[src/rtl/assert_macros.svh]
// Assertion macros shared by the solver RTL.
// Depends on a clock named i_clk and an active-low reset named i_rst_n in the using module.
`ifndef ASSERT_MACROS_SVH
`define ASSERT_MACROS_SVH

// Clocked property, ignored while reset is asserted
`define QRS_ASSERT(lbl, prop, msg) \
    lbl: assert property (@(posedge i_clk) disable iff (!i_rst_n) prop) else $error(msg);

// Clocked property, checked during reset as well
`define QRS_ASSERT_ALWAYS(lbl, prop, msg) \
    lbl: assert property (@(posedge i_clk) prop) else $error(msg);

`endif

[src/rtl/qrs_pkg.sv]
// Shared widths, status codes and sideband types for the quadratic root solver.
// No dependencies.
`default_nettype none

package qrs_pkg;

    localparam int COEF_W      = 16;
    localparam int FRAC_BITS   = 16;
    localparam int STATUS_W    = 2;
    localparam int DISC_W      = 2 * COEF_W + 2;
    localparam int ROOT_W      = 43;
    // root of disc * 2^(2*FRAC_BITS): one bit per cell
    localparam int SQ_ROOT_W   = DISC_W / 2 + FRAC_BITS;
    localparam int SQ_CELLS    = SQ_ROOT_W;
    localparam int SQ_REM_W    = SQ_ROOT_W + 2;
    // numerator -b*2^F +/- s, signed
    localparam int NUM_W       = SQ_ROOT_W + 2;
    localparam int MAG_W       = NUM_W - 1;
    localparam int DEN_W       = COEF_W + 1;
    localparam int DIV_CELLS   = MAG_W;
    localparam int IN_FIELDS_W = 3 * COEF_W;
    localparam int IN_TDATA_W  = ((IN_FIELDS_W + 7) / 8) * 8;
    localparam int OUT_FIELDS_W = STATUS_W + DISC_W + 2 * ROOT_W;
    localparam int OUT_TDATA_W = ((OUT_FIELDS_W + 7) / 8) * 8;

    typedef enum logic [STATUS_W-1:0] {
        ST_NOT_QUAD  = 2'd0,
        ST_NO_REAL   = 2'd1,
        ST_ONE_ROOT  = 2'd2,
        ST_TWO_ROOTS = 2'd3
    } t_status;

    // travels beside the square root cells
    typedef struct packed {
        t_status                  status;
        logic [DISC_W-1:0]        disc;
        logic signed [COEF_W-1:0] a;
        logic signed [COEF_W-1:0] b;
    } t_sq_side;

    // travels beside the divider cells
    typedef struct packed {
        t_status           status;
        logic [DISC_W-1:0] disc;
        logic              neg_m;
        logic              neg_p;
    } t_div_side;

endpackage

`default_nettype wire

[src/rtl/qrs_front.sv]
// Front end: coefficient products, exact discriminant and classification.
// Depends on qrs_pkg.
`default_nettype none

module qrs_front import qrs_pkg::*; (
    input  wire logic                     i_clk,
    input  wire logic                     i_rst_n,
    input  wire logic                     i_en,
    input  wire logic                     i_valid,
    input  wire logic signed [COEF_W-1:0] i_a,
    input  wire logic signed [COEF_W-1:0] i_b,
    input  wire logic signed [COEF_W-1:0] i_c,
    output logic                          o_valid,
    output logic [DISC_W-1:0]             o_rad,
    output t_sq_side                      o_side
);

    logic                       r_v1;
    logic signed [COEF_W-1:0]   r_a1;
    logic signed [COEF_W-1:0]   r_b1;
    logic signed [2*COEF_W-1:0] r_bb;
    logic signed [2*COEF_W-1:0] r_ac;

    logic signed [DISC_W-1:0]   n_disc;
    t_status                    n_status;

    // stage 1: products
    always_ff @(posedge i_clk) begin
        if (!i_rst_n) begin
            r_v1 <= 1'b0;
        end else if (i_en) begin
            r_v1 <= i_valid;
        end
        if (i_en) begin
            r_a1 <= i_a;
            r_b1 <= i_b;
            r_bb <= i_b * i_b;
            r_ac <= i_a * i_c;
        end
    end

    // discriminant and class
    always_comb begin
        n_disc = DISC_W'(r_bb) - (DISC_W'(r_ac) <<< 2);
        if (r_a1 == '0) begin
            n_status = ST_NOT_QUAD;
        end else if (n_disc[DISC_W-1]) begin
            n_status = ST_NO_REAL;
        end else if (n_disc == '0) begin
            n_status = ST_ONE_ROOT;
        end else begin
            n_status = ST_TWO_ROOTS;
        end
    end

    // stage 2: feed the square root chain
    always_ff @(posedge i_clk) begin
        if (!i_rst_n) begin
            o_valid <= 1'b0;
        end else if (i_en) begin
            o_valid <= r_v1;
        end
        if (i_en) begin
            o_rad         <= n_disc;
            o_side.status <= n_status;
            o_side.disc   <= (n_status == ST_NOT_QUAD) ? '0 : n_disc;
            o_side.a      <= r_a1;
            o_side.b      <= r_b1;
        end
    end

endmodule

`default_nettype wire

[config.mk]
export PLATFORM = sky130hd
export DESIGN_NAME = qrs_front
export DESIGN_NICKNAME = d
export VERILOG_FILES = /design/src/rtl/assert_macros.svh /design/src/rtl/qrs_pkg.sv /design/src/rtl/qrs_front.sv
export SDC_FILE = /design/constraint.sdc
export NUM_CORES = 2
export LEC_CHECK = 0
export BUFFER_PORTS_ARGS = -buffer_cell sky130_fd_sc_hd__buf_2
export CORE_UTILIZATION = 64
export CTS_CLUSTER_SIZE = 10
export DETAILED_ROUTE_END_ITERATION = 10
export PLACE_DENSITY = 0.8
export SETUP_SLACK_MARGIN = 0.2
export SLEW_MARGIN = 10
export SYNTH_ARGS = -nofsm -noshare
export SYNTH_HDL_FRONTEND = slang
export SYNTH_SLANG_ARGS = --single-unit
[constraint.sdc]
create_clock -name i_clk -period 8.4 [get_ports i_clk]
set_input_delay 0.42 -clock i_clk [delete_from_list [all_inputs] [get_ports i_clk]]
set_output_delay 0.42 -clock i_clk [all_outputs]
set_load 0.01 [all_outputs]
==> impl_metrics.json <==
{
  "ctsHoldBuffers": 0,
  "area_growth_syn_to_layout_pct": 6.82,
  "portBuffers": 152,
  "root_buffer": "clkbuf_16",
  "layout_setup_ws_ns": 2.01,
  "grt_pass1_wl_um": 95200,
  "synth.largest_area_cell": "fa_1",
  "routabilityCongestion": 0.910,
  "violations": "DRC",
  "wl_per_cell_um": 17.4,
  "htree_levels": 4,
  "die_w_um": 206,
  "seq_area_frac_synth_pct": 21.9,
  "n_fill_cell": 3059,
  "ys_async_sr_fraction_pct": 0,
  "ctsResizeCount": 0,
  "r2r-end": "o_side[66]",
  "io_pins": 155,
  "status": "finished with violations",
  "clk-insertion-delay-late_ns": 0.50,
  "wl_um": 56600,
  "die_area_um2": 42500,
  "final-hold-violation-count": 0,
  "critPathSlowestCell": "fa_1",
  "dpl.cell_count": 3215,
  "synth-seq-cells": 195,
  "period_needed_ns": 6.39,
  "grt_max_degree": 126,
  "overflow": 0,
  "final.setup.tns_ns": 0,
  "gr-usage-met1_pct": 37.8,
  "rows": 74,
  "cts_buffers": 17,
  "path_cells": "buf_2 > and2_1 > fa_1 > inv_1 > fa_1 > fa_1 > inv_1 > fa_1 > fa_1 > inv_1 > fa_1 > inv_1 > ha_1 > a21o_1 > a21o_1 > a221oi_1 > a21boi_0 > o21ai_0 > o211ai_1 > a31o_2 > o21bai_1 > a21oi_1 > xnor2_1",
  "cp-endpoint": "r_bb[28]",
  "drcViolationCount": 30,
  "syn_inst": 2599,
  "synth_edf_count": 193,
  "fin_cells": 3247,
  "min_period_over_period_pct": 76.1,
  "grtUsageMet3_pct": 3.80,
  "crit_arrival_ns": 6.64,
  "cts_buffer_depth": 2,
  "clkSinkCount": 195,
  "yosysTopAreaCellShare_pct": 37.3,
  "rsz0062_at_grt": "false",
  "rrSetupSlack_ns": 4.09,
  "ys.flop_type": "edfxtp_1",
  "crit_required_ns": 8.65,
  "dp_hpwl_um": 46100,
  "antennaDiodeCount": 0,
  "final_antenna_net_count": 0,
  "use_met2_pct": 49.9,
  "synth_cell_types": 72,
  "synth_area_um2": 26700,
  "ys_warn_count": 0,
  "hp-class": "in -> reg",
  "clk_pin_slew_ns": 0.08,
  "grt.total_usage_pct": 29.2,
  "crit_fanout": 22,
  "post-place-ws_ns": 1.48,
  "cts_tree": "built",
  "avgSynthCellArea_um2": 10.3,
  "drive_above_1_share_pct": 7.96,
  "startpoint": "i_b[4]",
  "r2r_start": "r_ac[0]",
  "drt_iter0_markers": 1218,
  "die_y_um": 206,
  "antenna_found_initial": 0,
  "worstMarginPinSlew_ns": 1.12,
  "core_um2": 41000,
  "relSlewSlack_pct": 25.5,
  "initial_utilization_pct": 65.1,
  "cts_setup_buffers": 0,
  "finalSetupViolCount": 0,
  "drv_slew": 0,
  "fin_area_um2": 28500,
  "firstDrtPassIters": 10,
  "finClkSkew_ns": 0.0161,
  "nets": 3451,
  "viasPerCell": 5.56,
  "crit_path_frequent_cell": "fa_1",
  "clock.fmax_ghz": 0.156,
  "reg2reg_depth": 12,
  "path_class": "in -> reg",
  "critical_path.max_stage_delay_ns": 0.52,
  "first_global_vias": 19800,
  "critical_path.startpoint_type": "input pin",
  "place_area_um2": 27900,
  "max_cap_violations": 0,
  "top_usage_layer": "met2",
  "ys_top_cells_by_area": "fa_1 37%, edfxtp_1 22%, ha_1 9.4%, inv_1 9.3%, and2_1 3.9%",
  "cp-end-kind": "flop",
  "vias": 18100
}
==> critical path, delay by kind of cell <==
family	cells	cell delay [ns]
fa+ha+maj	7	3.18
compound gates	9	2.04
simple gates	1	0.26
xor+xnor	1	0.09
buf+inv	5	0.62
==> stage by stage <==
step                      hold slack [ns]  utilization (%)
final                               0.153             69.5
after global routing                0.178             69.5
after CTS                           0.139             69.5
after detailed placement            0.405             67.9
after global placement              0.401             67.9
after floorplan                     0.400                -
==> placed cells by master, fill, tap and decap left out, types with 7 or more instances in the layout <==
master,instances
buf_2,151
ha_1,200
inv_1,664
edfxtp_1,193
fa_1,497
a21oi_1,60
o31ai_1,7
nand3_1,20
nor2_1,100
or2_2,7
and3_1,12
clkbuf_16,17
nor3_1,24
xor2_1,22
o21a_1,8
or3_1,9
a31o_2,8
xnor2_1,73
nor4_1,10
o21bai_1,11
o21ai_0,31
and2_1,166
a21o_1,32
nand2_1,240
nand2b_1,16
nor2b_1,23
==> flip-flops by register name (all words and copies together) (netlist names) <==
| name | flops |
|---|---|
| o_rad | 33 |
| o_side | 66 |
| r_a1 | 16 |
| r_v1 | 1 |
| r_b1 | 16 |
| r_ac | 32 |
| r_bb | 30 |
| o_valid | 1 |
==> Yosys cell counts (all sizes together) (32+ instances only) <==
cell type  instances
o21ai             34
fa               497
nor2             100
nand2            240
a21oi             61
inv              664
and2             166
edfxtp           193
clkbuf            67
xnor2             73
a21o              32
ha               200
==> final cells by class <==
cell class              count  area [µm²]  area share [%]
flip-flops and latches    195        5840            20.5
inverters                 664        2490            8.74
well taps                 532         666            2.33
repair buffers            154         785            2.75
clock inverters            15         218           0.764
multi-input cells        1670       18100            63.5
clock buffers              17         425            1.49
==> per-layer routing <==
metal / wire [µm] / share of wire [%]
met3: 2980 / 5.3
met4: 1880 / 3.3
met5: 0 / 0
met1: 22600 / 40
met2: 29100 / 51
==> worst min-delay path by stage <==
stage,start,end,slack (ns),cells past startpoint
6_report,i_rst_n,o_valid,0.15,2
5_1_grt,i_rst_n,o_valid,0.18,2
4_1_cts,i_rst_n,o_valid,0.14,2
3_5_place_dp,r_b1[2],o_side[2],0.41,0
3_3_place_gp,r_b1[10],o_side[10],0.40,0
2_1_floorplan,r_b1[10],o_side[10],0.40,0
==> logic make-up (layout without fill, tap and decap cells) <==
| kind of cell | after synthesis | count (layout) | share of synthesized area, % |
|---|---|---|---|
| simple gates | 649 | 649 | 12.0 |
| mux | 7 | 7 | 0.272 |
| fa+ha+maj | 697 | 697 | 46.6 |
| buf+inv | 735 | 850 | 10.4 |
| other cells | 1 | 2 | 0.0140 |
| flops | 195 | 195 | 21.9 |
| compound gates | 220 | 220 | 5.74 |
| xor+xnor | 95 | 95 | 3.12 |
Power is left out: the tool's default activity adds up to more than one toggle a clock period on the data nets, which glitch-free logic cannot reach.
