$ cat src/rtl/assert_macros.svh
// Assertion macros shared by the solver RTL.
// Depends on a clock named i_clk and an active-low reset named i_rst_n in the using module.
`ifndef ASSERT_MACROS_SVH
`define ASSERT_MACROS_SVH

// Clocked property, ignored while reset is asserted
`define QRS_ASSERT(lbl, prop, msg) \
    lbl: assert property (@(posedge i_clk) disable iff (!i_rst_n) prop) else $error(msg);

// Clocked property, checked during reset as well
`define QRS_ASSERT_ALWAYS(lbl, prop, msg) \
    lbl: assert property (@(posedge i_clk) prop) else $error(msg);

`endif

$ cat src/rtl/qrs_pkg.sv
// Shared widths, status codes and sideband types for the quadratic root solver.
// No dependencies.
`default_nettype none

package qrs_pkg;

    localparam int COEF_W      = 16;
    localparam int FRAC_BITS   = 16;
    localparam int STATUS_W    = 2;
    localparam int DISC_W      = 2 * COEF_W + 2;
    localparam int ROOT_W      = 43;
    // root of disc * 2^(2*FRAC_BITS): one bit per cell
    localparam int SQ_ROOT_W   = DISC_W / 2 + FRAC_BITS;
    localparam int SQ_CELLS    = SQ_ROOT_W;
    localparam int SQ_REM_W    = SQ_ROOT_W + 2;
    // numerator -b*2^F +/- s, signed
    localparam int NUM_W       = SQ_ROOT_W + 2;
    localparam int MAG_W       = NUM_W - 1;
    localparam int DEN_W       = COEF_W + 1;
    localparam int DIV_CELLS   = MAG_W;
    localparam int IN_FIELDS_W = 3 * COEF_W;
    localparam int IN_TDATA_W  = ((IN_FIELDS_W + 7) / 8) * 8;
    localparam int OUT_FIELDS_W = STATUS_W + DISC_W + 2 * ROOT_W;
    localparam int OUT_TDATA_W = ((OUT_FIELDS_W + 7) / 8) * 8;

    typedef enum logic [STATUS_W-1:0] {
        ST_NOT_QUAD  = 2'd0,
        ST_NO_REAL   = 2'd1,
        ST_ONE_ROOT  = 2'd2,
        ST_TWO_ROOTS = 2'd3
    } t_status;

    // travels beside the square root cells
    typedef struct packed {
        t_status                  status;
        logic [DISC_W-1:0]        disc;
        logic signed [COEF_W-1:0] a;
        logic signed [COEF_W-1:0] b;
    } t_sq_side;

    // travels beside the divider cells
    typedef struct packed {
        t_status           status;
        logic [DISC_W-1:0] disc;
        logic              neg_m;
        logic              neg_p;
    } t_div_side;

endpackage

`default_nettype wire

$ cat src/rtl/qrs_sq_cell.sv
// One square root cell: takes the next radicand bit pair, settles one root bit.
// Depends on qrs_pkg.
`default_nettype none

module qrs_sq_cell import qrs_pkg::*; (
    input  wire logic                 i_clk,
    input  wire logic                 i_rst_n,
    input  wire logic                 i_en,
    input  wire logic                 i_valid,
    input  wire logic [DISC_W-1:0]    i_rad,
    input  wire logic [SQ_REM_W-1:0]  i_rem,
    input  wire logic [SQ_ROOT_W-1:0] i_root,
    input  wire t_sq_side             i_side,
    output logic                      o_valid,
    output logic [DISC_W-1:0]         o_rad,
    output logic [SQ_REM_W-1:0]       o_rem,
    output logic [SQ_ROOT_W-1:0]      o_root,
    output t_sq_side                  o_side
);

    logic [SQ_REM_W-1:0] w_rem2;
    logic [SQ_REM_W-1:0] w_trial;
    logic                w_ge;

    // trial subtract of 4*root+1
    always_comb begin
        w_rem2  = {i_rem[SQ_REM_W-3:0], i_rad[DISC_W-1 -: 2]};
        w_trial = {i_root, 2'b01};
        w_ge    = (w_rem2 >= w_trial);
    end

    always_ff @(posedge i_clk) begin
        if (!i_rst_n) begin
            o_valid <= 1'b0;
        end else if (i_en) begin
            o_valid <= i_valid;
        end
        if (i_en) begin
            o_rad  <= {i_rad[DISC_W-3:0], 2'b00};
            o_rem  <= w_ge ? (w_rem2 - w_trial) : w_rem2;
            o_root <= {i_root[SQ_ROOT_W-2:0], w_ge};
            o_side <= i_side;
        end
    end

endmodule

`default_nettype wire

$ cat config.mk
export PLATFORM = sky130hd
export DESIGN_NAME = qrs_sq_cell
export DESIGN_NICKNAME = d
export VERILOG_FILES = /design/src/rtl/assert_macros.svh /design/src/rtl/qrs_pkg.sv /design/src/rtl/qrs_sq_cell.sv
export SDC_FILE = /design/constraint.sdc
export NUM_CORES = 1
export LEC_CHECK = 0
export ABC_AREA = 1
export BUFFER_PORTS_ARGS = -buffer_cell sky130_fd_sc_hd__buf_2
export CORE_UTILIZATION = 44
export CTS_CLUSTER_SIZE = 12
export DETAILED_ROUTE_END_ITERATION = 7
export PLACE_DENSITY = 0.86
export SYNTH_ARGS = -nofsm -noshare
export SYNTH_HDL_FRONTEND = slang
export SYNTH_SLANG_ARGS = --single-unit
$ cat constraint.sdc
create_clock -name i_clk -period 1.5 [get_ports i_clk]
set_input_delay 0 -clock i_clk [delete_from_list [all_inputs] [get_ports i_clk]]
set_output_delay 0 -clock i_clk [all_outputs]
set_load 0.02 [all_outputs]
==> impl_metrics.py <==
metrics = {
    "critical_path": {
        "crit_start": "i_root[10]",
        "critPathBufInv": 3,
        "slowest_delay_ns": 0.23,
        "crit_cells": 14,
        "cp.required_ns": 1.68,
        "rr_startpoint": "o_valid",
        "cp-start-kind": "input pin",
        "worst-setup-path-type": "input pin to register",
        "cp_slowest_cell": "ha_4",
        "r2r-end": "o_valid",
        "cp_max_fo": 4,
        "crit_chain": "buf_2 -> inv_2 -> ha_4 -> nand2_1 -> nand2_1 -> nand2_2 -> nand2_2 -> buf_4 -> a21oi_2 -> nand2_1 -> nand2_1 -> nand3_1 -> nand3_2 -> nand2_1",
        "end_kind": "register",
        "r2r_setup_slack_ns": 0.28,
        "cp_top_family": "simple AND/OR/NAND/NOR gates",
        "rr_worst_depth": 3,
        "critPathMostFrequentCell": "nand2_1",
        "critPathArrivalTime_ns": 1.77,
        "endpoint": "o_rem[31]",
    },
    "floorplanning": {
        "die_w_um": 140,
        "ios": 345,
        "die_area_um2": 19600,
        "initial_core_util_pct": 44.9,
        "coreArea_um2": 18600,
        "die_h_um": 140,
        "fp-row-count": 50,
    },
    "clock_tree": {
        "clock_sinks": 169,
        "clk_path_buf_depth": 2,
        "ctsHtreeMaxLevel": 4,
        "cts_buffers": 17,
        "clk_latency_ns": 0.44,
        "cts_tree": "done",
        "cts.clk_slew.worst_paths_ns": 0.08,
        "cts_root_buf": "clkbuf_16",
    },
    "routing": {
        "drt_wl_total_um": 34900,
        "postRouteAntennaNets": 0,
        "post-route-drc-count": 0,
        "vias": 8927,
        "wire_per_inst_um": 19.9,
        "drtIter0Drc": 606,
        "drtPass1Iterations": 6,
        "routed_via_density": 5.10,
    },
    "global_routing": {
        "grt_pass1_vias": 8876,
        "grt_first_pass_wirelength_um": 49100,
        "overflow": 0,
        "grt_antenna_before_repair": 8,
        "grt_usage_pct": 34.0,
        "grt_max_degree": 40,
    },
    "yosys": {
        "synth_ff_type": "edfxtp_1",
        "postSynth.asyncResetShare_pct": 0,
        "ys_seq_area_share_pct": 60.6,
        "yosysTopAreaCellShare_pct": 60.3,
        "syn_area_per_cell_um2": 9.89,
        "yosysTopAreaCell": "edfxtp_1",
        "synth_enable_flop_cells": 168,
        "synthTopCellsByCount": "nand2_1 (281), edfxtp_1 (168), inv_1 (148)",
        "synthTopCellsByArea": "edfxtp_1 (60%), nand2_1 (13%), inv_1 (6.6%)",
        "synth_most_common_cell": "nand2_1",
        "netlist_area_um2": 8360,
        "ys.warnings.count": 0,
        "synth-seq-cells": 169,
        "synth_cell_type_count": 30,
        "syn_inst": 846,
    },
    "timing": {
        "finClkSkew_ns": 0,
        "hold_violations": 0,
        "fin_tns_setup_ns": -1.81,
        "rsz0062_at_grt": "yes",
        "layout_setup_ws_ns": -0.0862,
        "min_period_ns": 1.59,
        "setup_viol": 34,
        "drv_slew": 0,
        "layout_worst_path_cycle_share_pct": 106,
        "fmax_ghz": 0.630,
    },
    "cells_and_area": {
        "syn2layout_area_growth_pct": 71.6,
        "fin_nets": 1708,
        "drive_gt1_share_pct": 43.1,
        "fin_area_um2": 14400,
    },
    "run": {
        "cap_violations": 0,
    },
    "worst_hold_path": {
        "hp-class": "input pin to register",
    },
    "placement": {
        "io_buffer_count": 340,
        "gp_congestion": 0.897,
        "placed_area_um2": 11700,
        "dpl.hpwl_um": 22100,
        "dp_slack_ns": -0.451,
    },
    "power_and_ir_drop": {
        "powerDensity_nw_per_um2": 1010,
        "p_int_w": 0.00980,
        "swShare_pct": 32.5,
        "p_switching_w": 0.00471,
        "p_seq_share_pct": 40.4,
        "combPwrFrac_pct": 28.6,
        "clkPwrFrac_pct": 31.0,
        "p_leak_nw": 6.95,
        "irDropWorstVdd_mv": 0.760,
    },
    "outcome": {
        "violations": "negative setup slack",
        "status": "finished with violations",
    },
}
-- power groups by stage --
stage,Sequential (W),Combinational (W),Clock [W]
after CTS,0.00583,0.00381,0.00453
after detailed placement,0.00592,0.00343,0
after floorplan,0.00650,0.00125,0
after global routing,0.00589,0.00438,0.00470
after global placement,0.00592,0.00337,0
final,0.00586,0.00415,0.00450
-- flip-flops by register name, indices dropped and copies added (netlist names) --
register,count
o_rem,35
o_root,33
o_side,68
o_valid,1
o_rad,32
-- per-stage QoR --
stage	power [W]	hold WS, ns	util, %	instances
global route	0.0150	0.0467	77.0	1749
finish	0.0145	0.0550	77.0	1750
detailed placement	0.00935	0.178	62.8	1538
CTS	0.0142	0.0576	75.1	1739
floorplan	0.00776	0.0935	-	847
global placement	0.00928	0.177	62.8	1538
-- area by class of cell --
cell class | count | area (µm²)
Tap cell | 234 | 293
Antenna cell | 4 | 10.0
Sequential cell | 169 | 5060
Timing Repair Buffer | 642 | 4550
Inverter | 150 | 596
Multi-Input combinational cell | 519 | 3230
Clock inverter | 14 | 170
Fill cell | 1177 | 4290
Clock buffer | 18 | 439
-- cells by family (layout without fill, tap and decap cells) --
logic type               after synthesis  after routing  share of synthesized area (%)
AND/OR/NAND/NOR                      415            415                           21.2
flip-flops                           169            169                           60.6
buffers and inverters                159            824                           7.97
AO/OA/AOI/OAI                         49             49                           3.08
adder cells (fa/ha/maj)               35             35                           5.24
XOR/XNOR                              18             18                           1.88
other                                  1              6                         0.0448
-- routing by layer --
layer	wire, µm	global-route usage (%)	vias to the layer above
li1	-	-	4044
met5	73	0	-
met3	3330	10.3	156
met2	17200	59.9	560
met4	1920	16.1	10
met1	12300	37.5	4157
-- how the worst min path moves through the flow --
| stage | slack [ns] | startpoint | cells after the start | endpoint |
|---|---|---|---|---|
| finish | 0.06 | i_en | 2 | o_rad[8] |
| CTS | 0.06 | i_en | 2 | o_rad[32] |
| detailed placement | 0.18 | i_side[31] | 1 | o_side[31] |
| global route | 0.05 | i_en | 2 | o_side[27] |
| global placement | 0.18 | i_side[5] | 1 | o_side[5] |
| floorplan | 0.09 | i_en | 1 | o_valid |
-- worst reg2reg max path: cells and delay by family (launching register included) --
kind                   cells  cell delay, ns
AO/OA/AOI/OAI              2            0.22
flip-flops                 1            0.32
buffers and inverters      1            0.57
-- cell usage in the layout, fill, tap and decap left out, drive strengths merged, types with 17 or more instances in the layout --
| master | count |
|---|---|
| a21oi | 29 |
| buf | 470 |
| clkbuf | 22 |
| dlygate4sd3 | 168 |
| edfxtp | 168 |
| ha | 35 |
| inv | 159 |
| nand2 | 305 |
| nand3 | 40 |
| nor2 | 56 |
| xor2 | 17 |
-- repair_timing --
| action | 4_1_cts | 5_1_grt |
|---|---|---|
| cloned | 0 | 2 |
| hold buffers | 169 | 1 |
| endpoints found under the setup margin | 4 | 55 |
| endpoints found under the hold margin | 193 | 26 |
| setup buffers | 0 | 5 |
| pin swaps | 0 | 19 |
| resized for setup | 2 | 80 |
Note: power is estimated with default switching activity, not from simulation.
