==> src/rtl/assert_macros.svh <==
// Assertion macros shared by the solver RTL.
// Depends on a clock named i_clk and an active-low reset named i_rst_n in the using module.
`ifndef ASSERT_MACROS_SVH
`define ASSERT_MACROS_SVH

// Clocked property, ignored while reset is asserted
`define QRS_ASSERT(lbl, prop, msg) \
    lbl: assert property (@(posedge i_clk) disable iff (!i_rst_n) prop) else $error(msg);

// Clocked property, checked during reset as well
`define QRS_ASSERT_ALWAYS(lbl, prop, msg) \
    lbl: assert property (@(posedge i_clk) prop) else $error(msg);

`endif

==> src/rtl/qrs_pkg.sv <==
// Shared widths, status codes and sideband types for the quadratic root solver.
// No dependencies.
`default_nettype none

package qrs_pkg;

    localparam int COEF_W      = 16;
    localparam int FRAC_BITS   = 16;
    localparam int STATUS_W    = 2;
    localparam int DISC_W      = 2 * COEF_W + 2;
    localparam int ROOT_W      = 43;
    // root of disc * 2^(2*FRAC_BITS): one bit per cell
    localparam int SQ_ROOT_W   = DISC_W / 2 + FRAC_BITS;
    localparam int SQ_CELLS    = SQ_ROOT_W;
    localparam int SQ_REM_W    = SQ_ROOT_W + 2;
    // numerator -b*2^F +/- s, signed
    localparam int NUM_W       = SQ_ROOT_W + 2;
    localparam int MAG_W       = NUM_W - 1;
    localparam int DEN_W       = COEF_W + 1;
    localparam int DIV_CELLS   = MAG_W;
    localparam int IN_FIELDS_W = 3 * COEF_W;
    localparam int IN_TDATA_W  = ((IN_FIELDS_W + 7) / 8) * 8;
    localparam int OUT_FIELDS_W = STATUS_W + DISC_W + 2 * ROOT_W;
    localparam int OUT_TDATA_W = ((OUT_FIELDS_W + 7) / 8) * 8;

    typedef enum logic [STATUS_W-1:0] {
        ST_NOT_QUAD  = 2'd0,
        ST_NO_REAL   = 2'd1,
        ST_ONE_ROOT  = 2'd2,
        ST_TWO_ROOTS = 2'd3
    } t_status;

    // travels beside the square root cells
    typedef struct packed {
        t_status                  status;
        logic [DISC_W-1:0]        disc;
        logic signed [COEF_W-1:0] a;
        logic signed [COEF_W-1:0] b;
    } t_sq_side;

    // travels beside the divider cells
    typedef struct packed {
        t_status           status;
        logic [DISC_W-1:0] disc;
        logic              neg_m;
        logic              neg_p;
    } t_div_side;

endpackage

`default_nettype wire

==> src/rtl/qrs_div_cell.sv <==
// One divider cell: one restoring quotient bit for both root numerators.
// Depends on qrs_pkg.
`default_nettype none

module qrs_div_cell import qrs_pkg::*; (
    input  wire logic                       i_clk,
    input  wire logic                       i_rst_n,
    input  wire logic                       i_en,
    input  wire logic                       i_valid,
    input  wire logic [1:0][MAG_W-1:0]      i_nq,
    input  wire logic [1:0][DEN_W-1:0]      i_rem,
    input  wire logic [DEN_W-1:0]           i_den,
    input  wire t_div_side                  i_side,
    output logic                            o_valid,
    output logic [1:0][MAG_W-1:0]           o_nq,
    output logic [1:0][DEN_W-1:0]           o_rem,
    output logic [DEN_W-1:0]                o_den,
    output t_div_side                       o_side
);

    logic [1:0][DEN_W:0]   w_rem2;
    logic [1:0]            w_ge;
    logic [1:0][DEN_W-1:0] n_rem;
    logic [1:0][MAG_W-1:0] n_nq;

    // per lane: shift in numerator bit, compare, subtract
    always_comb begin
        for (int l = 0; l < 2; l++) begin
            w_rem2[l] = {i_rem[l], i_nq[l][MAG_W-1]};
            w_ge[l]   = (w_rem2[l] >= {1'b0, i_den});
            n_rem[l]  = w_ge[l] ? DEN_W'(w_rem2[l] - {1'b0, i_den})
                                : DEN_W'(w_rem2[l]);
            n_nq[l]   = {i_nq[l][MAG_W-2:0], w_ge[l]};
        end
    end

    always_ff @(posedge i_clk) begin
        if (!i_rst_n) begin
            o_valid <= 1'b0;
        end else if (i_en) begin
            o_valid <= i_valid;
        end
        if (i_en) begin
            o_nq   <= n_nq;
            o_rem  <= n_rem;
            o_den  <= i_den;
            o_side <= i_side;
        end
    end

endmodule

`default_nettype wire

==> config.mk <==
export PLATFORM = sky130hd
export DESIGN_NAME = qrs_div_cell
export DESIGN_NICKNAME = d
export VERILOG_FILES = /design/src/rtl/assert_macros.svh /design/src/rtl/qrs_pkg.sv /design/src/rtl/qrs_div_cell.sv
export SDC_FILE = /design/constraint.sdc
export NUM_CORES = 1
export LEC_CHECK = 0
export ABC_AREA = 0
export BUFFER_PORTS_ARGS = -buffer_cell sky130_fd_sc_hd__clkbuf_2
export CORE_MARGIN = 5
export CORE_UTILIZATION = 45
export CTS_BUF_LIST = sky130_fd_sc_hd__clkbuf_4 sky130_fd_sc_hd__clkbuf_8
export CTS_CLUSTER_SIZE = 14
export DETAILED_ROUTE_END_ITERATION = 12
export GPL_TIMING_DRIVEN = 0
export PLACE_DENSITY = 0.82
export SYNTH_ARGS = -nofsm -noshare
export SYNTH_HDL_FRONTEND = slang
export SYNTH_SLANG_ARGS = --single-unit
==> constraint.sdc <==
create_clock -name i_clk -period 3.6 [get_ports i_clk]
set_input_delay 0.72 -clock i_clk [delete_from_list [all_inputs] [get_ports i_clk]]
set_output_delay 0.72 -clock i_clk [all_outputs]
set_load 0.02 [all_outputs]
==> results of run 1 <==
## cell usage after synthesis (all sizes together) (2+ instances only)
library cell / count
o211ai: 3
o31ai: 6
a311oi: 2
nand3: 13
mux2: 21
nand2: 34
a21oi: 26
a21o: 15
a211oi: 4
inv: 27
fa: 2
edfxtp: 157
a2111oi: 3
nor3b: 3
o21a: 10
buf: 8
o21bai: 2
o31a: 2
nor2b: 4
xnor2: 16
xor2: 3
and2: 5
nor3: 3
clkbuf: 3
or2: 3
and4: 4
ha: 34
nor2: 16
o21ai: 21
nand4: 2
a31oi: 3
and3: 2
## registers in the layout, summed over array words and instances (netlist names)
register / flops
o_rem: 34
o_den: 17
o_side: 38
o_valid: 1
o_nq: 68
## cells by family after synthesis
group                    share of synthesized area, %
flip-flops                                      67.38
buffers and inverters                           2.439
AO/OA/AOI/OAI                                   11.02
multiplexers                                    3.721
XOR/XNOR                                        2.368
adder cells (fa/ha/maj)                         6.624
AND/OR/NAND/NOR                                 6.446
## worst reg2reg max path, delay by kind of cell, from the launching register on
family	cells	cell delay [ns]
flip-flops	1	0.32
multiplexers	1	0.13
AND/OR/NAND/NOR	1	0.07
## metal layers
metal  vias to the layer above  part of all wire (%)
met4                         0                   2.7
met5                         -                     0
met2                       268                    51
li1                       2511                     -
met1                      2485                    35
met3                        33                    12
## power breakdown
| group | leakage (uW) | switching, uW | internal (uW) | total (uW) |
|---|---|---|---|---|
| Clock | 0.000235 | 723 | 794 | 1520 |
| Combinational | 0.00242 | 628 | 387 | 1020 |
| Sequential | 0.00154 | 46.5 | 2230 | 2280 |
## worst paths after layout
path	from	endpoint	slack, ns	cells after the start
setup / recovery	i_den[0]	o_rem[14]$_DFFE_PP_	0.70	12
hold / removal	i_nq[18]	o_nq[19]$_DFFE_PP_	0.44	1
setup reg to reg	o_valid$_SDFFE_PN0P_	o_valid$_SDFFE_PN0P_	2.98	2
hold reg to reg	o_valid$_SDFFE_PN0P_	o_valid$_SDFFE_PN0P_	0.56	2
## final cells by class
| cell class | instances | area, um2 |
|---|---|---|
| clock inverter | 14 | 222.7 |
| multi-input combinational | 282 | 2121 |
| clock buffer | 18 | 241.5 |
| inverter | 27 | 101.3 |
| buffer | 11 | 70.07 |
| fill | 1213 | 5876 |
| timing repair buffer | 319 | 1628 |
| tap | 211 | 264.0 |
| sequential | 158 | 4735 |
## stage by stage
step	TNS [ns]	instances	area (um2)
floorplan	0	478	7027
global placement	-52.18	1007	8882
detailed placement	0	1008	8919
CTS	0	1040	9383
global route	0	1040	9383
finish	0	1040	9383
==> summary.md, run 1 <==
| Metric | Value |
|---|---|
| Aggregate global routing overflow | `0` |
| Mean Syn Cell Area | `14.70 um2` |
| Worst relative slew slack | `57.53%` |
| Max rail drop VDD | `around 0.29 mV` |
| Largest net degree at the start of global routing | `89` |
| Instance count of the mapped netlist | `478` |
| Hold-fix buffer count after cts | `0` |
| Critical path startpoint category | `primary input` |
| CP Data Arrival Time | `slightly above 3 ns` |
| Peak Freq | `344.3 MHz` |
| Asr flop ratio synth | `0%` |
| Kind of cell with the highest combined delay on the critical path | `compound AO/OA/AOI/OAI gates` |
| Minimum clock period | `roughly 2.9 ns` |
| CTS tree | `done` |
| Most used DFF post-synth | `edfxtp_1` |
| CP endpoint kind | `flip-flop` |
| Number of synthesized register bits | `158` |
| Netlist area before placement | `between 0.007 and 0.008 mm2` |
| Effective utilization at floorplan | `46.05%` |
| Placed wire-length estimate after detailed placement | `16160 um` |
| Met3 track demand over resource in global routing | `9.501%` |
| Final core area utilization | `61.49%` |
| CP peak stage delay | `0.40 ns` |
| Routed WL | `20420 um` |
| Unique cell type count in the Yosys netlist | `61` |
| Count of flip-flops with a built-in enable after synthesis | `157` |
| Worst setup slack after layout | `between 0.6 and 0.7 ns` |
| Layout cells sized above 1 | `47.29%` |
| Crit path buffers/inverters | `4` |
| Via density per instance | `slightly above 5` |
| Post-synthesis cell type with the largest combined area | `edfxtp_1` |
| Wire length of the first global-routing pass | `29240 um` |
| Cts repair resizes | `0` |
| Total setup buffers inserted after CTS | `0` |
| Final layout net count | `1013` |
| Period utilization | `80.68%` |
| Via count of the first global-routing pass | `around 5300` |
| First DRT Iteration DRCs | `357` |
| Count of vias placed by the detailed router | `5297` |
| Total design power | `just under 5000 uW` |
| Sequential-to-total area share from yosys stat | `67.38%` |
| Vert. Die Dim | `135.0 um` |
| Global placer's final weighted congestion | `0.8635` |
| H-tree lvl count | `4` |
| Result of the run | `completed` |
| Cells taking the most area after synthesis | `edfxtp_1 67%, ha_1 6.1%, mux2_2 2.7%` |
| Cell area power density | `512.9 mW/mm2` |
| Cell breakdown of the critical path | `clkbuf_2 > ha_1 > inv_1 > fa_1 > a21oi_1 > o211a_1 > a21oi_1 > o21ai_1 > and2_2 > inv_2 > buf_6 > mux2_2` |
| Busiest layer in global routing | `met2` |
| Placement row count | `45` |
| Pins over their slew limit | `0` |
| Quantity of I/O buffers inserted on ports | `318` |
| Global Route met1 Usage | `a little under a quarter` |
| Growth of design area from synthesis to finish | `33.53%` |
| Die ar. | `~0.018 mm2` |
| Slew at the pin with the worst max-slew slack | `0.6210 ns` |
| Finish-stage setup viols | `0` |
| Critical Path RT | `3.81 ns` |
| Antenna violations before repair | `0` |
| Hold violation count in the final report | `0` |
| Max-cap check violation count | `0` |
| Horiz. Die Dim | `around 130 um` |
| LEAKAGE | `0.004201 uW` |
| Setup repair after global routing missed its margin | `no` |
| Number of iterations in the first detailed-routing pass | `5` |
| Root Buffer Master | `clkbuf_8` |
| Global Route Usage Sum | `21.53%` |
| Area of the core region | `0.01526 mm2` |
| Most frequent cells in the layout | `317 x clkbuf_2, 157 x edfxtp_1, 34 x nand2_1, 34 x ha_1, 26 x a21oi_1` |
| Number of I/O pins | `about 320` |
| Class of the tightest hold or removal check | `primary input to flip-flop` |
| Top cell type's share of synthesized area | `67.09%` |
| Clock buffers created by TritonCTS | `17` |
| Post-route worst hold slack | `0.4368 ns` |
| Largest fanout on the critical path | `10` |
| Library cell appearing most often on the critical path | `a21oi_1` |
| Leading cell type in the layout, fill and taps excluded | `clkbuf_2` |
| Worst clock skew | `0 ns` |
| Number of design rule violations left after detail routing | `0` |
| Max stage delay cell, worst path | `fa_1` |
| Number of antenna diodes | `0` |
| Latest clock arrival within the worst-skew pair | `0.45 ns` |
| Clock transition at the registers of the reported paths | `0.09 ns` |
| Setup CP Type | `primary input to flip-flop` |
| Avg WL per Cell | `19.63 um` |
| Post-route antenna net violation count | `0` |
| Grt met2 use | `37.99%` |
| Setup slack after placement | `0.2543 ns` |
| Net Count, Synth | `675` |
| Clk sinks | `158` |
| Count of synthesis-stage warnings from yosys | `0` |
| Maximum number of buffers from clock root to sink | `2` |
Note: power is estimated with default switching activity, not from simulation.
==> run 2: changes to the inputs <==
==> constraint.sdc (replaced) <==
create_clock -name i_clk -period 2.7 [get_ports i_clk]
set_input_delay 0.54 -clock i_clk [delete_from_list [all_inputs] [get_ports i_clk]]
set_output_delay 0.54 -clock i_clk [all_outputs]
set_load 0.02 [all_outputs]
==> run 2 against run 1 <==
Against the previous run: core utilization fell by 0.26 points; register-to-register slack got worse by 0.88 ns; first-iteration DRC count fell by 5.3%; critical path type unchanged; non-clock buffer count did not move; setup slack got worse by 0.63 ns; sequential power rose by 33%; count of clock-buffer cells in the layout fell by 1; global-route usage rose by 0.33 points; combinational power rose by 33%; flip-flop and latch count did not move; die area did not move; wire length rose by 1.3%.
==> summary.md, run 2 (synthesized netlist as in run 1, its figures left out) <==
| Metric | Value |
|---|---|
| Post-route antenna net violation count | `0` |
| Placement row count | `45` |
| Setup repair after global routing missed its margin | `no` |
| Routed WL | `20680 um` |
| Avg WL per Cell | `19.90 um` |
| Effective utilization at floorplan | `a little under half` |
| Final Non-Filler Cells | `approximately 1000` |
| Number of antenna diodes | `0` |
| Max rail drop VDD | `0.3019 mV` |
| Vert. Die Dim | `between 100 and 150 um` |
| Number of iterations in the first detailed-routing pass | `7` |
| Fraction of power consumed by the clock network | `29.3%` |
| Pins over their slew limit | `0` |
| Peak Freq | `379.8 MHz` |
| Minimum clock period | `between 2 and 3 ns` |
| Slew at the pin with the worst max-slew slack | `~0.63 ns` |
| Aggregate global routing overflow | `0` |
| Horiz. Die Dim | `about 130 um` |
| CP endpoint kind | `flip-flop` |
| Placed wire-length estimate after detailed placement | `16370 um` |
| Post-detailed-placement cell area | `0.008929 mm2` |
| Class of the tightest hold or removal check | `primary input to flip-flop` |
| Post-route worst hold slack | `~0.26 ns` |
| Internal reg-to-reg setup slack | `2.10 ns` |
| Largest fanout on the critical path | `10` |
| Cell area power density | `roughly 670 mW/mm2` |
| Area of the core region | `0.01526 mm2` |
| Period utilization | `97.53%` |
| Net switching fraction of the power | `30.18%` |
| CP Data Arrival Time | `~2.8 ns` |
| Worst relative slew slack | `56.59%` |
| Global placer's final weighted congestion | `approximately 0.87` |
| Clock transition at the registers of the reported paths | `0.09 ns` |
| H-tree lvl count | `4` |
| Critical Path RT | `2.90 ns` |
| Reported net switching power | `1880 uW` |
| Cells after DPL | `between 1000 and 1500` |
| Combinational group share of total power | `21.9%` |
| Total design power | `roughly 6200 uW` |
| Antenna violations before repair | `1` |
| Worst clock skew | `0 ns` |
| Quantity of I/O buffers inserted on ports | `~320` |
| Hold violation count in the final report | `0` |
| Die ar. | `~0.018 mm2` |
| Leading cell type in the layout, fill and taps excluded | `clkbuf_2` |
| Maximum number of buffers from clock root to sink | `2` |
| Result of the run | `completed` |
| Register containing the most flip-flops in the final layout | `o_nq` |
| Largest net degree at the start of global routing | `94` |
| Most frequent cells in the layout | `317 x clkbuf_2, 157 x edfxtp_1, 34 x nand2_1, 34 x ha_1` |
| Root Buffer Master | `clkbuf_8` |
| Clk sinks | `158` |
| First DRT Iteration DRCs | `338` |
| Leading registers by flop count | `o_nq: 68 flops, o_side: 38 flops, o_rem: 34 flops` |
| Part of the power in registers | `48.8%` |
| Count of vias placed by the detailed router | `5323` |
| Latest clock arrival within the worst-skew pair | `0.44 ns` |
| Number of design rule violations left after detail routing | `0` |
| Critical path startpoint category | `primary input` |
| LEAKAGE | `roughly 0.0042 uW` |
| Finish-stage setup viols | `0` |
| Cell internal pwr | `4349 uW` |
| Clock buffers created by TritonCTS | `17` |
| Growth of design area from synthesis to finish | `32.96%` |
| Via density per instance | `5.123` |
| Global Route Usage Sum | `~22%` |
| Number of flip-flops under the largest register name | `68` |
| Setup CP Type | `primary input to flip-flop` |
| Via count of the first global-routing pass | `approximately 5300` |
| CTS tree | `done` |
| Wire length of the first global-routing pass | `29640 um` |
| Final layout net count | `approximately 1000` |
| Fin area | `about 0.0093 mm2` |
| Layout cells sized above 1 | `47.83%` |
| Max-cap check violation count | `0` |
| Number of I/O pins | `319` |
-- run 2: changes by cell type in the layout (fill, tap and decap cells not counted), moves of 2 or more --
cell,before,now
clkinv_4,2,0
fa_2,0,2
fa_1,2,0
bufinv_16,4,2
clkinvlp_4,0,4
-- run 2: per-stage QoR --
step | setup TNS, ns | util (%) | worst slack [ns]
finish | 0 | 61.23 | 0.06677
detailed placement | -9.619 | 58.52 | -0.4021
floorplan | 0 | - | 0.01136
global route | 0 | 61.23 | 0.006124
global placement | -179.16 | 58.28 | -1.168
CTS | 0 | 61.16 | 0.06198
-- run 2: path summary, 6_finish.rpt --
path | startpoint | endpoint | cells past startpoint
worst max register to register | o_valid$_SDFFE_PN0P_ | o_valid$_SDFFE_PN0P_ | 2
worst max-delay path | i_den[0] | o_rem[25]$_DFFE_PP_ | 11
worst min-delay path | i_nq[2] | o_nq[3]$_DFFE_PP_ | 1
worst min register to register | o_valid$_SDFFE_PN0P_ | o_valid$_SDFFE_PN0P_ | 2
-- run 2: repair_timing --
| action | in CTS | in global routing |
|---|---|---|
| endpoints found under the setup margin | 0 | 8 |
| gates resized for setup | 0 | 2 |
| setup buffers | 0 | 0 |
| hold buffers | 0 | 0 |
-- run 2: layer usage --
| layer | track usage, % | wire length [um] | vias to the layer above |
|---|---|---|---|
| li1 | - | - | 2520 |
| met1 | 23.41 | 7226 | 2509 |
| met2 | 38.44 | 10540 | 261 |
| met3 | 9.762 | 2350 | 31 |
| met4 | 7.503 | 558 | 2 |
| met5 | 0 | 7 | - |
-- run 2: area by class of cell --
class                   count  area (um2)
multi-input cells         282        2141
clock buffers              17       234.0
repair buffers            319        1628
clock inverters            14       170.2
plain buffers              11       70.07
inverters                  27       101.3
fillers                  1257        5916
well taps                 211       264.0
flip-flops and latches    158        4735
-- run 2: power by group through the flow --
stage / clock, uW / sequential (uW) / combinational [uW]
2_1_floorplan: 0 / 3410 / 500
3_3_place_gp: 0 / 3100 / 1330
3_5_place_dp: 0 / 3100 / 1360
4_1_cts: 1880 / 3040 / 1370
5_1_grt: 2000 / 3060 / 1460
6_report: 1820 / 3040 / 1360
-- run 2: worst max-delay path, cell delays in order --
cell	delay (ns)
clkbuf_2	0.15
ha_1	0.18
inv_1	0.05
fa_2	0.35
a21o_1	0.21
and2_1	0.18
o31a_1	0.29
o21ai_4	0.30
inv_2	0.10
buf_6	0.17
mux2_4	0.30
